[src/rtl/jts_pkg.sv]
`default_nettype none
// ---------------------------------------------------------------------------
// jts_pkg
// Shared widths, token kind codes and the token record types of the
// json token scanner.
// ---------------------------------------------------------------------------
package jts_pkg;

   localparam int OFFSET_BITS   = 20;
   localparam int POSITION_BITS = 16;
   localparam int KIND_BITS     = 4;
   localparam int QUEUE_DEPTH   = 4;

   // token kind codes
   localparam logic [KIND_BITS-1:0] KIND_END     = 4'd0;
   localparam logic [KIND_BITS-1:0] KIND_LBRACE  = 4'd1;
   localparam logic [KIND_BITS-1:0] KIND_RBRACE  = 4'd2;
   localparam logic [KIND_BITS-1:0] KIND_LBRACK  = 4'd3;
   localparam logic [KIND_BITS-1:0] KIND_RBRACK  = 4'd4;
   localparam logic [KIND_BITS-1:0] KIND_COLON   = 4'd5;
   localparam logic [KIND_BITS-1:0] KIND_COMMA   = 4'd6;
   localparam logic [KIND_BITS-1:0] KIND_STRING  = 4'd7;
   localparam logic [KIND_BITS-1:0] KIND_NUMBER  = 4'd8;
   localparam logic [KIND_BITS-1:0] KIND_TRUE    = 4'd9;
   localparam logic [KIND_BITS-1:0] KIND_FALSE   = 4'd10;
   localparam logic [KIND_BITS-1:0] KIND_NULL    = 4'd11;
   localparam logic [KIND_BITS-1:0] KIND_INVALID = 4'd12;

   // one token as it travels from scanner to output
   typedef struct packed {
      logic [KIND_BITS-1:0]     kind;
      logic [OFFSET_BITS-1:0]   start;
      logic [OFFSET_BITS-1:0]   len;
      logic [POSITION_BITS-1:0] line;
      logic [POSITION_BITS-1:0] column;
      logic                     last;
   } token_type;

   // tokens produced by one accepted beat, first in tok0
   typedef struct packed {
      logic [1:0] count;
      token_type  tok0;
      token_type  tok1;
   } push_type;

endpackage
`default_nettype wire

[src/rtl/jts_front.sv]
`default_nettype none
// ---------------------------------------------------------------------------
// jts_front
// Scanner front: takes one text beat a cycle while accept is high, updates the lexer state and
// hands zero, one or two finished tokens to the queue.
// ---------------------------------------------------------------------------
module jts_front (
   input  wire logic                clock,
   input  wire logic                reset,
   input  wire logic                accept,
   input  wire logic [7:0]          text_byte,
   input  wire logic                text_end,
   output jts_pkg::push_type        push
);

   localparam int OB = jts_pkg::OFFSET_BITS;
   localparam int PB = jts_pkg::POSITION_BITS;

   localparam logic [7:0] CHAR_LF        = 8'h0A;
   localparam logic [7:0] CHAR_SPACE     = 8'h20;
   localparam logic [7:0] CHAR_TAB       = 8'h09;
   localparam logic [7:0] CHAR_CR        = 8'h0D;
   localparam logic [7:0] CHAR_QUOTE     = 8'h22;
   localparam logic [7:0] CHAR_BACKSLASH = 8'h5C;
   localparam logic [7:0] CHAR_SLASH     = 8'h2F;
   localparam logic [7:0] CHAR_MINUS     = 8'h2D;
   localparam logic [7:0] CHAR_PLUS      = 8'h2B;
   localparam logic [7:0] CHAR_DOT       = 8'h2E;
   localparam logic [7:0] CHAR_LOWER_E   = 8'h65;
   localparam logic [7:0] CHAR_UPPER_E   = 8'h45;
   localparam logic [7:0] CHAR_LBRACE    = 8'h7B;
   localparam logic [7:0] CHAR_RBRACE    = 8'h7D;
   localparam logic [7:0] CHAR_LBRACK    = 8'h5B;
   localparam logic [7:0] CHAR_RBRACK    = 8'h5D;
   localparam logic [7:0] CHAR_COLON     = 8'h3A;
   localparam logic [7:0] CHAR_COMMA     = 8'h2C;
   localparam logic [7:0] CHAR_NUL       = 8'h00;

   typedef enum logic [7:0] {
      MODE_IDLE    = 8'b0000_0001,
      MODE_SLASH   = 8'b0000_0010,
      MODE_COMMENT = 8'b0000_0100,
      MODE_STRING  = 8'b0000_1000,
      MODE_ESC     = 8'b0001_0000,
      MODE_NUMBER  = 8'b0010_0000,
      MODE_WORD    = 8'b0100_0000,
      MODE_DONE    = 8'b1000_0000
   } mode_type;

   // character classes
   function automatic logic is_space(input logic [7:0] b);
      return (b == CHAR_SPACE) || ((b >= CHAR_TAB) && (b <= CHAR_CR));
   endfunction

   function automatic logic is_digit(input logic [7:0] b);
      return (b >= 8'h30) && (b <= 8'h39);
   endfunction

   function automatic logic is_alpha(input logic [7:0] b);
      return ((b >= 8'h61) && (b <= 8'h7A)) || ((b >= 8'h41) && (b <= 8'h5A));
   endfunction

   function automatic logic is_num_char(input logic [7:0] b);
      return is_digit(b) || (b == CHAR_DOT) || (b == CHAR_LOWER_E) ||
             (b == CHAR_UPPER_E) || (b == CHAR_PLUS) || (b == CHAR_MINUS);
   endfunction

   // keyword table: true, false, null
   function automatic logic [7:0] word_char(input logic [1:0] k, input logic [2:0] idx);
      logic [7:0] c;
      case ({k, idx})
         5'b00_000: c = 8'h74; // t
         5'b00_001: c = 8'h72; // r
         5'b00_010: c = 8'h75; // u
         5'b00_011: c = 8'h65; // e
         5'b01_000: c = 8'h66; // f
         5'b01_001: c = 8'h61; // a
         5'b01_010: c = 8'h6C; // l
         5'b01_011: c = 8'h73; // s
         5'b01_100: c = 8'h65; // e
         5'b10_000: c = 8'h6E; // n
         5'b10_001: c = 8'h75; // u
         5'b10_010: c = 8'h6C; // l
         5'b10_011: c = 8'h6C; // l
         default:   c = 8'h00;
      endcase
      return c;
   endfunction

   function automatic logic [2:0] word_size(input logic [1:0] k);
      return (k == 2'd1) ? 3'd5 : 3'd4;
   endfunction

   function automatic logic [3:0] word_kind(input logic [1:0] k);
      logic [3:0] r;
      case (k)
         2'd0:    r = jts_pkg::KIND_TRUE;
         2'd1:    r = jts_pkg::KIND_FALSE;
         2'd2:    r = jts_pkg::KIND_NULL;
         default: r = jts_pkg::KIND_INVALID;
      endcase
      return r;
   endfunction

   // drop keyword candidates that no longer fit the letter at position len
   function automatic logic [2:0] match_letter(input logic [2:0] live,
                                               input logic [OB-1:0] len,
                                               input logic [7:0] b);
      logic [2:0] r;
      r = live;
      for (int k = 0; k < 3; k++) begin
         if (live[k]) begin
            if ((len >= OB'(word_size(2'(k)))) || (word_char(2'(k), len[2:0]) != b)) begin
               r[k] = 1'b0;
            end
         end
      end
      return r;
   endfunction

   function automatic logic [OB-1:0] off_inc(input logic [OB-1:0] v);
      return (v == {OB{1'b1}}) ? v : v + OB'(1);
   endfunction

   function automatic logic [PB-1:0] pos_inc(input logic [PB-1:0] v);
      return (v == {PB{1'b1}}) ? v : v + PB'(1);
   endfunction

   mode_type      mode_ff, mode_in;
   logic [OB-1:0] off_ff, off_in;
   logic [PB-1:0] line_ff, line_in;
   logic [PB-1:0] col_ff, col_in;
   logic [OB-1:0] tstart_ff, tstart_in;
   logic [OB-1:0] tlen_ff, tlen_in;
   logic [PB-1:0] tline_ff, tline_in;
   logic [PB-1:0] tcol_ff, tcol_in;
   logic [2:0]    wmatch_ff, wmatch_in;

   logic                end_flag;
   logic                cls_open;
   logic                use_cls;
   logic                do_idle;
   logic                do_adv;
   logic                idl_valid;
   logic [3:0]          word_res;
   jts_pkg::token_type  cls_tok;
   jts_pkg::token_type  idl_tok;
   jts_pkg::token_type  end_tok;
   jts_pkg::push_type   push_c;

   assign end_flag = text_end || (text_byte == CHAR_NUL);

   // keyword verdict for a closing letter run
   always_comb begin
      word_res = jts_pkg::KIND_INVALID;
      for (int k = 2; k >= 0; k--) begin
         if (wmatch_ff[k] && (tlen_ff == OB'(word_size(2'(k))))) begin
            word_res = word_kind(2'(k));
         end
      end
   end

   // token closed by the current beat, if one is open
   always_comb begin
      cls_open = 1'b1;
      cls_tok  = '{kind: jts_pkg::KIND_INVALID, start: tstart_ff, len: tlen_ff,
                   line: tline_ff, column: tcol_ff, last: 1'b0};
      case (mode_ff)
         MODE_SLASH:  cls_tok.len = OB'(1);
         MODE_STRING: cls_tok.kind = jts_pkg::KIND_STRING;
         MODE_ESC:    cls_tok.kind = jts_pkg::KIND_STRING;
         MODE_NUMBER: cls_tok.kind = jts_pkg::KIND_NUMBER;
         MODE_WORD:   cls_tok.kind = word_res;
         default:     cls_open = 1'b0;
      endcase
   end

   assign end_tok = '{kind: jts_pkg::KIND_END, start: off_ff, len: '0,
                      line: line_ff, column: col_ff, last: 1'b0};

   // next lexer state and produced tokens
   always_comb begin
      mode_in   = mode_ff;
      off_in    = off_ff;
      line_in   = line_ff;
      col_in    = col_ff;
      tstart_in = tstart_ff;
      tlen_in   = tlen_ff;
      tline_in  = tline_ff;
      tcol_in   = tcol_ff;
      wmatch_in = wmatch_ff;
      use_cls   = 1'b0;
      do_idle   = 1'b0;
      do_adv    = 1'b0;
      idl_valid = 1'b0;
      idl_tok   = '{kind: jts_pkg::KIND_INVALID, start: off_ff, len: OB'(1),
                    line: line_ff, column: col_ff, last: 1'b0};
      push_c    = '0;

      if (mode_ff == MODE_DONE) begin
         if (end_flag) begin
            push_c.count = 2'd1;
            push_c.tok0  = end_tok;
         end
      end else if (end_flag) begin
         mode_in = MODE_DONE;
         if (cls_open) begin
            push_c.count = 2'd2;
            push_c.tok0  = cls_tok;
            push_c.tok1  = end_tok;
         end else begin
            push_c.count = 2'd1;
            push_c.tok0  = end_tok;
         end
      end else begin
         case (mode_ff)
            MODE_SLASH: begin
               if (text_byte == CHAR_SLASH) begin
                  mode_in = MODE_COMMENT;
                  do_adv  = 1'b1;
               end else begin
                  use_cls = 1'b1;
                  do_idle = 1'b1;
               end
            end
            MODE_COMMENT: begin
               if (text_byte == CHAR_LF) begin
                  mode_in = MODE_IDLE;
               end
               do_adv = 1'b1;
            end
            MODE_STRING: begin
               if (text_byte == CHAR_QUOTE) begin
                  use_cls = 1'b1;
                  mode_in = MODE_IDLE;
               end else begin
                  tlen_in = off_inc(tlen_ff);
                  if (text_byte == CHAR_BACKSLASH) begin
                     mode_in = MODE_ESC;
                  end
               end
               col_in = pos_inc(col_ff);
               off_in = off_inc(off_ff);
            end
            MODE_ESC: begin
               tlen_in = off_inc(tlen_ff);
               col_in  = pos_inc(col_ff);
               off_in  = off_inc(off_ff);
               mode_in = MODE_STRING;
            end
            MODE_NUMBER: begin
               if (is_num_char(text_byte)) begin
                  tlen_in = off_inc(tlen_ff);
                  do_adv  = 1'b1;
               end else begin
                  use_cls = 1'b1;
                  do_idle = 1'b1;
               end
            end
            MODE_WORD: begin
               if (is_alpha(text_byte)) begin
                  wmatch_in = match_letter(wmatch_ff, tlen_ff, text_byte);
                  tlen_in   = off_inc(tlen_ff);
                  do_adv    = 1'b1;
               end else begin
                  use_cls = 1'b1;
                  do_idle = 1'b1;
               end
            end
            default: begin
               do_idle = 1'b1;
            end
         endcase

         // byte scanned as the start of something new
         if (do_idle) begin
            mode_in = MODE_IDLE;
            do_adv  = 1'b1;
            if (is_space(text_byte)) begin
               idl_valid = 1'b0;
            end else if (text_byte == CHAR_LBRACE) begin
               idl_valid    = 1'b1;
               idl_tok.kind = jts_pkg::KIND_LBRACE;
            end else if (text_byte == CHAR_RBRACE) begin
               idl_valid    = 1'b1;
               idl_tok.kind = jts_pkg::KIND_RBRACE;
            end else if (text_byte == CHAR_LBRACK) begin
               idl_valid    = 1'b1;
               idl_tok.kind = jts_pkg::KIND_LBRACK;
            end else if (text_byte == CHAR_RBRACK) begin
               idl_valid    = 1'b1;
               idl_tok.kind = jts_pkg::KIND_RBRACK;
            end else if (text_byte == CHAR_COLON) begin
               idl_valid    = 1'b1;
               idl_tok.kind = jts_pkg::KIND_COLON;
            end else if (text_byte == CHAR_COMMA) begin
               idl_valid    = 1'b1;
               idl_tok.kind = jts_pkg::KIND_COMMA;
            end else if (text_byte == CHAR_SLASH) begin
               tstart_in = off_ff;
               tline_in  = line_ff;
               tcol_in   = col_ff;
               mode_in   = MODE_SLASH;
            end else if (text_byte == CHAR_QUOTE) begin
               tstart_in = off_inc(off_ff);
               tline_in  = line_ff;
               tcol_in   = col_ff;
               tlen_in   = '0;
               mode_in   = MODE_STRING;
            end else if (is_digit(text_byte) || (text_byte == CHAR_MINUS)) begin
               tstart_in = off_ff;
               tline_in  = line_ff;
               tcol_in   = col_ff;
               tlen_in   = OB'(1);
               mode_in   = MODE_NUMBER;
            end else if (is_alpha(text_byte)) begin
               tstart_in = off_ff;
               tline_in  = line_ff;
               tcol_in   = col_ff;
               wmatch_in = match_letter(3'b111, '0, text_byte);
               tlen_in   = OB'(1);
               mode_in   = MODE_WORD;
            end else begin
               idl_valid = 1'b1;
            end
         end

         // position advance over a scanned byte
         if (do_adv) begin
            off_in = off_inc(off_ff);
            if (text_byte == CHAR_LF) begin
               line_in = pos_inc(line_ff);
               col_in  = PB'(1);
            end else begin
               col_in = pos_inc(col_ff);
            end
         end

         // pack closed and new tokens in order
         if (use_cls && idl_valid) begin
            push_c.count = 2'd2;
            push_c.tok0  = cls_tok;
            push_c.tok1  = idl_tok;
         end else if (use_cls) begin
            push_c.count = 2'd1;
            push_c.tok0  = cls_tok;
         end else if (idl_valid) begin
            push_c.count = 2'd1;
            push_c.tok0  = idl_tok;
         end
      end

      // mark last token of the beat
      if (push_c.count == 2'd2) begin
         push_c.tok1.last = 1'b1;
      end else if (push_c.count == 2'd1) begin
         push_c.tok0.last = 1'b1;
      end

      if (!accept) begin
         push_c.count = 2'd0;
      end
   end

   assign push = push_c;

   // lexer state registers
   always_ff @(posedge clock) begin
      if (reset) begin
         mode_ff   <= MODE_IDLE;
         off_ff    <= '0;
         line_ff   <= PB'(1);
         col_ff    <= PB'(1);
         tstart_ff <= '0;
         tlen_ff   <= '0;
         tline_ff  <= PB'(1);
         tcol_ff   <= PB'(1);
         wmatch_ff <= 3'b111;
      end else if (accept) begin
         mode_ff   <= mode_in;
         off_ff    <= off_in;
         line_ff   <= line_in;
         col_ff    <= col_in;
         tstart_ff <= tstart_in;
         tlen_ff   <= tlen_in;
         tline_ff  <= tline_in;
         tcol_ff   <= tcol_in;
         wmatch_ff <= wmatch_in;
      end
   end

`ifndef SYNTHESIS
   // a finished scanner turns text bytes into nothing
   a_done_silent: assert property (@(posedge clock) disable iff (reset)
      (accept && (mode_ff == MODE_DONE) && !end_flag) |-> (push.count == 2'd0))
      else $error("text byte after end produced a token");

   // an end mark always leaves the scanner finished
   a_end_done: assert property (@(posedge clock) disable iff (reset)
      (accept && end_flag) |=> (mode_ff == MODE_DONE))
      else $error("end mark did not finish the scan");

   // only the final token of a pair is marked last
   a_pair_last: assert property (@(posedge clock) disable iff (reset)
      (push.count == 2'd2) |-> (push.tok1.last && !push.tok0.last))
      else $error("bad last flag on token pair");

   // no more than two tokens per beat
   a_push_max: assert property (@(posedge clock) disable iff (reset)
      (push.count != 2'd3))
      else $error("more than two tokens from one beat");
`endif

endmodule
`default_nettype wire

[src/rtl/jts_queue.sv]
`default_nettype none
// ---------------------------------------------------------------------------
// jts_queue
// Token queue between scanner front and output stage: takes up to two
// tokens a cycle, gives out one.
// ---------------------------------------------------------------------------
module jts_queue (
   input  wire logic                clock,
   input  wire logic                reset,
   input  wire jts_pkg::push_type   push,
   output logic                     room,
   output logic                     head_valid,
   output jts_pkg::token_type       head_tok,
   input  wire logic                pop
);

   localparam int DEPTH      = jts_pkg::QUEUE_DEPTH;
   localparam int PTR_BITS   = $clog2(DEPTH);
   localparam int COUNT_BITS = $clog2(DEPTH + 1);

   jts_pkg::token_type    entry_ff [DEPTH];
   logic [PTR_BITS-1:0]   wr_ptr_ff, wr_ptr_in;
   logic [PTR_BITS-1:0]   rd_ptr_ff, rd_ptr_in;
   logic [COUNT_BITS-1:0] count_ff, count_in;
   logic [PTR_BITS-1:0]   wr_next;

   assign wr_next    = wr_ptr_ff + PTR_BITS'(1);
   assign room       = (count_ff <= COUNT_BITS'(DEPTH - 2));
   assign head_valid = (count_ff != '0);
   assign head_tok   = entry_ff[rd_ptr_ff];

   // pointer and fill bookkeeping
   always_comb begin
      wr_ptr_in = wr_ptr_ff + PTR_BITS'(push.count);
      rd_ptr_in = pop ? rd_ptr_ff + PTR_BITS'(1) : rd_ptr_ff;
      count_in  = count_ff + COUNT_BITS'(push.count) - COUNT_BITS'(pop);
   end

   always_ff @(posedge clock) begin
      if (reset) begin
         wr_ptr_ff <= '0;
         rd_ptr_ff <= '0;
         count_ff  <= '0;
      end else begin
         wr_ptr_ff <= wr_ptr_in;
         rd_ptr_ff <= rd_ptr_in;
         count_ff  <= count_in;
      end
   end

   // entry storage
   always_ff @(posedge clock) begin
      if (push.count != 2'd0) begin
         entry_ff[wr_ptr_ff] <= push.tok0;
      end
      if (push.count == 2'd2) begin
         entry_ff[wr_next] <= push.tok1;
      end
   end

endmodule
`default_nettype wire

[src/rtl/jts_back.sv]
`default_nettype none
// ---------------------------------------------------------------------------
// jts_back
// Output stage: registers one token and presents it on the result channel,
// refilling from the queue as beats leave.
// ---------------------------------------------------------------------------
module jts_back (
   input  wire logic                clock,
   input  wire logic                reset,
   input  wire logic                head_valid,
   input  wire jts_pkg::token_type  head_tok,
   output logic                     pop,
   output logic                     out_valid,
   output jts_pkg::token_type       out_tok,
   input  wire logic                out_ready
);

   logic               valid_ff, valid_in;
   jts_pkg::token_type tok_ff;

   // load when the register is empty or its beat leaves
   assign pop      = head_valid && (!valid_ff || out_ready);
   assign valid_in = pop || (valid_ff && !out_ready);

   always_ff @(posedge clock) begin
      if (reset) begin
         valid_ff <= 1'b0;
      end else begin
         valid_ff <= valid_in;
      end
   end

   always_ff @(posedge clock) begin
      if (pop) begin
         tok_ff <= head_tok;
      end
   end

   assign out_valid = valid_ff;
   assign out_tok   = tok_ff;

endmodule
`default_nettype wire

[src/rtl/json_token_scanner.sv]
`default_nettype none
// ---------------------------------------------------------------------------
// json_token_scanner
// Streaming JSON lexer: one text byte per beat in, tokens out.
// ---------------------------------------------------------------------------
// The scanner takes one text byte (or end mark) per clock cycle and updates
// its lexer state in that same cycle; each beat gives zero, one or two tokens
// with kind, start offset, length, line and column. Tokens pass through a
// four-entry queue and a registered output stage before they reach the
// result channel. req_ready is high while the queue has at least two free
// entries; the output drains one token per cycle, so input runs at one
// byte per cycle except when two-token beats or result stalls fill the
// queue. After the end mark the scanner stays finished until reset: text
// bytes are taken and dropped, and each further end mark repeats the end
// token.
// ---------------------------------------------------------------------------
module json_token_scanner (
   input  wire logic                                clock,
   input  wire logic                                reset,
   input  wire logic                                req_valid,
   output logic                                     req_ready,
   input  wire logic [7:0]                          req_text_byte,
   input  wire logic                                req_text_end,
   output logic                                     rsp_valid,
   input  wire logic                                rsp_ready,
   output logic [jts_pkg::KIND_BITS-1:0]            rsp_token_kind,
   output logic [jts_pkg::OFFSET_BITS-1:0]          rsp_start_offset,
   output logic [jts_pkg::OFFSET_BITS-1:0]          rsp_token_length,
   output logic [jts_pkg::POSITION_BITS-1:0]        rsp_line_number,
   output logic [jts_pkg::POSITION_BITS-1:0]        rsp_column_number,
   output logic                                     rsp_last_of_run
);

   logic               accept;
   logic               room;
   logic               head_valid;
   logic               pop;
   jts_pkg::push_type  push;
   jts_pkg::token_type head_tok;
   jts_pkg::token_type out_tok;

   assign req_ready = room;
   assign accept    = req_valid && room;

   // scanner front
   jts_front u_front (
      .clock     (clock),
      .reset     (reset),
      .accept    (accept),
      .text_byte (req_text_byte),
      .text_end  (req_text_end),
      .push      (push)
   );

   // token queue
   jts_queue u_queue (
      .clock      (clock),
      .reset      (reset),
      .push       (push),
      .room       (room),
      .head_valid (head_valid),
      .head_tok   (head_tok),
      .pop        (pop)
   );

   // output stage
   jts_back u_back (
      .clock      (clock),
      .reset      (reset),
      .head_valid (head_valid),
      .head_tok   (head_tok),
      .pop        (pop),
      .out_valid  (rsp_valid),
      .out_tok    (out_tok),
      .out_ready  (rsp_ready)
   );

   assign rsp_token_kind    = out_tok.kind;
   assign rsp_start_offset  = out_tok.start;
   assign rsp_token_length  = out_tok.len;
   assign rsp_line_number   = out_tok.line;
   assign rsp_column_number = out_tok.column;
   assign rsp_last_of_run   = out_tok.last;

endmodule
`default_nettype wire
[config.mk]
export PLATFORM = sky130hd
export DESIGN_NAME = json_token_scanner
export DESIGN_NICKNAME = d
export VERILOG_FILES = /design/src/rtl/jts_pkg.sv /design/src/rtl/jts_front.sv /design/src/rtl/jts_queue.sv /design/src/rtl/jts_back.sv /design/src/rtl/json_token_scanner.sv
export SDC_FILE = /design/constraint.sdc
export NUM_CORES = 1
export LEC_CHECK = 0
export BUFFER_PORTS_ARGS = -buffer_cell sky130_fd_sc_hd__clkbuf_2
export CAP_MARGIN = 10
export CORE_MARGIN = 2
export CORE_UTILIZATION = 50
export CTS_CLUSTER_SIZE = 24
export DETAILED_ROUTE_END_ITERATION = 6
export PLACE_DENSITY = 0.75
export RECOVER_POWER = 100
export SLEW_MARGIN = 0
export SYNTH_ARGS = -nofsm -noshare
export SYNTH_HDL_FRONTEND = slang
export SYNTH_SLANG_ARGS = --single-unit
[constraint.sdc]
create_clock -name clock -period 7.2 [get_ports clock]
set_clock_uncertainty 0.2 [all_clocks]
set_input_delay 1.08 -clock clock [delete_from_list [all_inputs] [get_ports clock]]
set_output_delay 1.08 -clock clock [all_outputs]
set_load 0.005 [all_outputs]
==> qor.yml, run 1 <==
status:
  outcome: "finished, violations left"
  violations_in_the_final_reports: "max-capacitance violations, max-slew violations"
worst_setup_path:
  crit_chain: "clkbuf_1, nor3_1, o2bb2ai_1, o211ai_1, nand2b_1, nor2_1, ha_1, nor2_1, a31oi_1, o21ai_0, or3_2, nor3_2, buf_12, a22oi_1, o21ai_0"
  critical_path.n_buffers_inverters: 2
  worstSetupPathDepth: 15
  r2r_setup_slack_ps: 1860
  slowest_delay_ps: 1170
  worstSetupEndpointType: "flop"
  worst_setup_path_endpoint: "u_queue.entry_ff[0][11]"
  crit_fanout: 37
  crit_required_ps: 7400
  timing.critical_path.max_delay_family: "simple AND/OR/NAND/NOR gates"
  path_class: "in -> reg"
  cpMaxStageDelayCell: "nor3_2"
  timing.critical_path.arrival_ps: 6360
  number_of_cells_traversed_by_the_worst_register_to_register_path: 7
  critPathLaunch: "req_text_byte[0]"
  r2r_start: "u_queue.count_ff[2]"
  critical_path.reg2reg.endpoint: "u_queue.rd_ptr_ff[1]"
  worst_setup_start_kind: "input port"
synth:
  dominantRegCellSynth: "edfxtp_1"
  post-synth-top-area-fraction_pct: 35.7
  post_synth_most_frequent_cells: "edfxtp_1 (309), o21ai_0 (298), dfxtp_1 (219)"
  synth_area_um2: 26000
  synthDominantAreaCellType: "edfxtp_1"
  synth_top_cells_by_area: "edfxtp_1 (36%), dfxtp_1 (17%), mux4_2 (6.7%), o21ai_0 (5.7%), a22oi_1 (5.7%)"
  mappedNetlistNets: 2536
  ys.warnings.count: 0
  postSynthCellCount: 2509
  synth_most_common_cell: "edfxtp_1"
  synth_seq_cells: 528
  synth.avg_cell_area_um2: 10.4
  post_synthesis_async_set_or_reset_flop_share_pct: 0
  synth-seq-area-share_pct: 52.5
  netlist-cell-type-count: 85
  synth_enable_flop_cells: 309
run:
  timing.max_cap.violations: 12
final_layout:
  final_nets: 2462
  layout-drive-gt1-share_pct: 12.0
  flow.area_growth_from_synthesis_pct: 9.16
  num_antenna_cells: 0
  nFillCells: 4306
global_route:
  pin_count_of_the_biggest_net_entering_global_routing: 97
  grt_overflow_total: 0
  grt_pass1_wl_um: 112000
  vias_in_the_first_global_route: 20200
  track_usage_pct: 26.5
  grt_antenna_before_repair: 0
sta:
  final_max_slew_viol_count: 462
  final_critical_path_setup_slack_ps: 1040
  post-route-min-period_ps: 6160
  finalCritPeriodShare_pct: 85.6
  number_of_failing_hold_endpoints_at_the_final_stage: 0
  slew_of_the_pin_with_the_lowest_slew_margin_ps: 3330
  setup_total_negative_slack_ps: 0
  finalSetupViolCount: 0
  slew-limit-headroom_pct: -122
  clock.fmax_ghz: 0.162
  grt_setup_unrepaired: "no"
floorplan:
  die_w_um: 232
  placeableCoreArea_um2: 51400
  io-pin-count: 92
  std_cell_rows: 83
  initial_utilization_pct: 50.6
  design.die.area_um2: 53800
  fp.dieH_um: 232
place:
  buffer_ports.inserted: 91
  gp_congestion: 0.909
  detailed_place_hpwl_um: 42600
  dpl_worst_slack_ps: 1190
clocking:
  htree_levels: 2
  post-cts-setup-buffer-count: 0
  tritoncts: "yes"
  clk_latency_ps: 610
  hold_buffers: 0
  cts.clk_slew.worst_paths_ps: 60
  cts-buffers-inserted: 54
  clockRootBuffer: "clkbuf_16"
  clock_path_buffers: 3
  cts.sink_count: 528
  cts_repair_resize_count: 0
route:
  dr.pass1.iters: 6
  wl_per_cell_um: 23.0
  totalWireLength_um: 72500
  route.antenna.remaining_nets: 0
  first_iter_violations: 3013
  via_count: 21000
  remaining_drc_errors: 0
  via_per_inst: 6.64
worst_hold_path:
  timing.hold.worst.class: "reg -> reg"
power:
  static-leakage-power_nw: 8.85
  peakVddDrop_mv: 0.167
  power-per-cell-area_nw_per_um2: 295
[metal layers]
layer	vias to the layer above	global-route usage (%)	routed length, µm
met4	0	11.3	2440
met5	-	0	0
li1	9375	-	-
met1	10100	35.0	28900
met2	1274	42.2	33800
met3	191	5.83	7420
[where the power goes]
group / internal (mW) / switching, mW
logic: 0.557 / 0.926
registers: 3.72 / 0.202
clock network: 1.77 / 1.20
total: 6.04 / 2.33
[cell usage in the layout, fill, tap and decap left out, types with 21 or more instances in the layout]
cell and count:
edfxtp_1 309, o21ai_0 304, dfxtp_1 218, nand2_1 216
a22oi_1 197, nand3_1 170, a21oi_1 131, nor2_1 121
mux4_2 77, clkbuf_16 56, nor3_1 55, clkbuf_1 51
clkbuf_2 51, xnor2_1 41, nand4_1 30, inv_1 29
buf_4 25, xor2_1 21
[per-stage QoR]
step / area (µm²) / power [mW] / utilization [%] / hold WS (ps) / instances
after global placement: 26700 / 5.43 / 51.9 / 243 / 3059
after CTS: 28500 / 8.43 / 55.5 / 267 / 3159
after global routing: 28400 / 8.67 / 55.2 / 274 / 3159
after detailed placement: 26700 / 5.49 / 51.9 / 252 / 3059
final: 28400 / 8.37 / 55.2 / 268 / 3159
after floorplan: 26000 / 4.85 / - / 235 / 2509
[state kept, by name (all words and copies together) (netlist names), 3 cells and up]
register	flops
u_front.mode_ff	8
u_queue.count_ff	3
u_front.tline_ff	16
u_front.tstart_ff	20
u_front.line_ff	16
u_front.col_ff	16
u_queue.entry_ff	308
u_front.wmatch_ff	3
u_back.out_tok	77
u_front.off_ff	20
u_front.tcol_ff	16
u_front.tlen_ff	20
[logic make-up (layout without fill, tap and decap cells)]
group | Yosys count | after routing | share of synthesized area, %
compound gates | 784 | 784 | 18.9
simple gates | 751 | 751 | 14.4
flops | 528 | 528 | 52.5
buf+inv | 286 | 256 | 4.47
mux | 84 | 84 | 6.94
xor+xnor | 62 | 62 | 2.09
fa+ha+maj | 14 | 14 | 0.702
[how the worst min path moves through the flow]
stage	startpoint	to	slack, ps	depth (start not counted)
3_3_place_gp	u_queue.entry_ff[1][48]	u_queue.entry_ff[1][48]	240	2
2_1_floorplan	u_queue.entry_ff[1][48]	u_queue.entry_ff[1][48]	240	2
6_report	u_front.wmatch_ff[1]	u_front.wmatch_ff[1]	270	1
3_5_place_dp	u_front.wmatch_ff[1]	u_front.wmatch_ff[1]	250	1
5_1_grt	u_front.wmatch_ff[1]	u_front.wmatch_ff[1]	270	1
4_1_cts	u_front.wmatch_ff[1]	u_front.wmatch_ff[1]	270	1
[cell type report]
class,instances,area [µm²],area share (%)
well taps,680,851,3.00
flip-flops and latches,528,13700,48.1
repair buffers,126,679,2.39
clock inverters,35,428,1.51
inverters,30,113,0.397
clock buffers,65,1460,5.13
multi-input cells,1695,11200,39.4
(Power assumes the default switching activity.)
==> inputs of run 2 (changes only) <==
CORE_UTILIZATION = 40   (was 50)
PLACE_DENSITY = 0.64   (was 0.75)
==> qor.yml, run 2 (synthesis gave the netlist of run 1 again) <==
status:
  outcome: "finished, violations left"
  violations_in_the_final_reports: "max-capacitance violations, max-slew violations"
worst_setup_path:
  r2r_setup_slack_ps: 1920
  path_class: "in -> reg"
  cpMaxStageDelayCell: "or2_0"
  number_of_cells_traversed_by_the_worst_register_to_register_path: 11
  worst_setup_start_kind: "input port"
  critical_path.reg2reg.endpoint: "u_queue.entry_ff[0][57]"
  r2r_start: "u_front.mode_ff[0]"
  crit_fanout: 42
  timing.critical_path.arrival_ps: 6220
  crit_required_ps: 7270
  worstSetupEndpointType: "flop"
  slowest_delay_ps: 1520
  crit_chain: "clkbuf_1, nor3_1, o2bb2ai_1, o211ai_1, nand2b_1, nor2_1, ha_1, nand4b_1, a21o_1, or2_0, nand2_2, buf_4"
clocking:
  cts-buffers-inserted: 54
  clock_path_buffers: 3
  cts_repair_resize_count: 0
  clockRootBuffer: "clkbuf_16"
  clk_latency_ps: 620
  htree_levels: 2
  tritoncts: "yes"
  post-cts-setup-buffer-count: 0
  hold_buffers: 0
  cts.clk_slew.worst_paths_ps: 50
  cts.sink_count: 528
route:
  wl_per_cell_um: 22.5
  remaining_drc_errors: 0
  dr.pass1.iters: 7
  via_count: 20800
  totalWireLength_um: 74900
  route.antenna.remaining_nets: 0
  via_per_inst: 6.23
  first_iter_violations: 2403
global_route:
  grt_overflow_total: 0
  grt_antenna_before_repair: 1
  pin_count_of_the_biggest_net_entering_global_routing: 96
  track_usage_pct: 21.9
  grt_pass1_wl_um: 116000
  vias_in_the_first_global_route: 20200
power:
  static-leakage-power_nw: 8.79
  net-switching-power_mw: 2.36
  power.sequential.fraction_pct: 48.1
  switching_share_pct: 28.8
  p_int_mw: 5.83
  clock_power_share_pct: 33.9
  peakVddDrop_mv: 0.151
  combinational_fraction_of_design_power_pct: 18.0
  power-per-cell-area_nw_per_um2: 288
floorplan:
  io-pin-count: 92
  design.die.area_um2: 67100
  fp.dieH_um: 259
  placeableCoreArea_um2: 64300
  std_cell_rows: 93
  die_w_um: 259
  initial_utilization_pct: 40.4
worst_hold_path:
  worstHoldPathCells: 2
  timing.hold.worst.start: "u_back.out_valid"
  min_to: "u_back.out_valid"
  timing.hold.worst.class: "reg -> reg"
sta:
  post-route-min-period_ps: 6150
  slew_of_the_pin_with_the_lowest_slew_margin_ps: 3270
  clock.fmax_ghz: 0.163
  finalCritPeriodShare_pct: 85.4
  finalSetupViolCount: 0
  final_critical_path_setup_slack_ps: 1050
  number_of_failing_hold_endpoints_at_the_final_stage: 0
  slew-limit-headroom_pct: -118
  final_max_slew_viol_count: 394
  setup_total_negative_slack_ps: 0
  grt_setup_unrepaired: "no"
final_layout:
  largest_reg_flops: 308
  layout.cells.most_common: "edfxtp_1"
  layout.cells.most_common_list: "edfxtp_1 (309), o21ai_0 (304), dfxtp_1 (218)"
  flow.area_growth_from_synthesis_pct: 9.39
  layout-drive-gt1-share_pct: 11.5
  nFillCells: 5990
  filler_free_cell_count_of_the_finished_design: 3337
  final_nets: 2462
  registers.top_by_ff_count: "u_queue.entry_ff"
  postLayoutCellArea_um2: 28400
place:
  dpl_worst_slack_ps: 1070
  numPlacedInstances: 3234
  gp_congestion: 0.879
  place_area_um2: 26900
  detailed_place_hpwl_um: 44000
  buffer_ports.inserted: 91
run:
  timing.max_cap.violations: 10
-- run 2: through the flow --
stage	utilization, %	hold slack (ps)	total power, mW
finish	44.2	270	8.19
global placement	41.8	244	5.47
CTS	44.5	265	8.30
floorplan	-	235	4.85
global route	44.2	289	8.53
detailed placement	41.8	257	5.52
-- run 2: power by group through the flow --
stage	Clock (mW)	Combinational, mW	Sequential, mW
6_report	2.78	1.47	3.94
5_1_grt	2.95	1.59	3.98
4_1_cts	2.84	1.53	3.94
3_5_place_dp	0	1.52	4.00
3_3_place_gp	0	1.50	3.98
2_1_floorplan	0	0.925	3.93
-- run 2: worst max path at each step --
stage	start	end	slack [ps]
finish	req_text_byte[0]	u_queue.entry_ff[0][57]	1050
global route	req_text_byte[0]	u_queue.entry_ff[0][57]	680
CTS	req_text_byte[5]	u_queue.entry_ff[3][23]	1720
detailed placement	req_text_byte[3]	u_queue.entry_ff[3][23]	1070
global placement	req_text_byte[5]	u_queue.entry_ff[3][30]	1240
floorplan	rsp_ready	u_queue.count_ff[2]	290
-- run 2: critical path, delay by kind of cell --
| family | cells | cell delay (ps) |
|---|---|---|
| simple gates | 6 | 2370 |
| compound gates | 3 | 1240 |
| buf+inv | 2 | 1140 |
| fa+ha+maj | 1 | 330 |
-- run 2: area by class of cell --
| cell class | instances | area (µm²) | area share (%) |
|---|---|---|---|
| sequential | 528 | 13700 | 48.0 |
| multi-input combinational | 1695 | 11200 | 39.3 |
| clock buffer | 68 | 1440 | 5.04 |
| tap | 855 | 1070 | 3.76 |
| timing repair buffer | 126 | 667 | 2.34 |
| clock inverter | 34 | 300 | 1.06 |
| inverter | 30 | 113 | 0.396 |
| antenna | 1 | 2.50 | 0.00880 |
-- run 2: layer usage --
layer  vias to the layer above  share of wire (%)  track usage, %
li1                       9380                  -               -
met1                     10100                 41            30.0
met2                      1161                 47            35.1
met3                       160                9.2            3.60
met4                         2                2.9            8.08
met5                         -              0.017               0
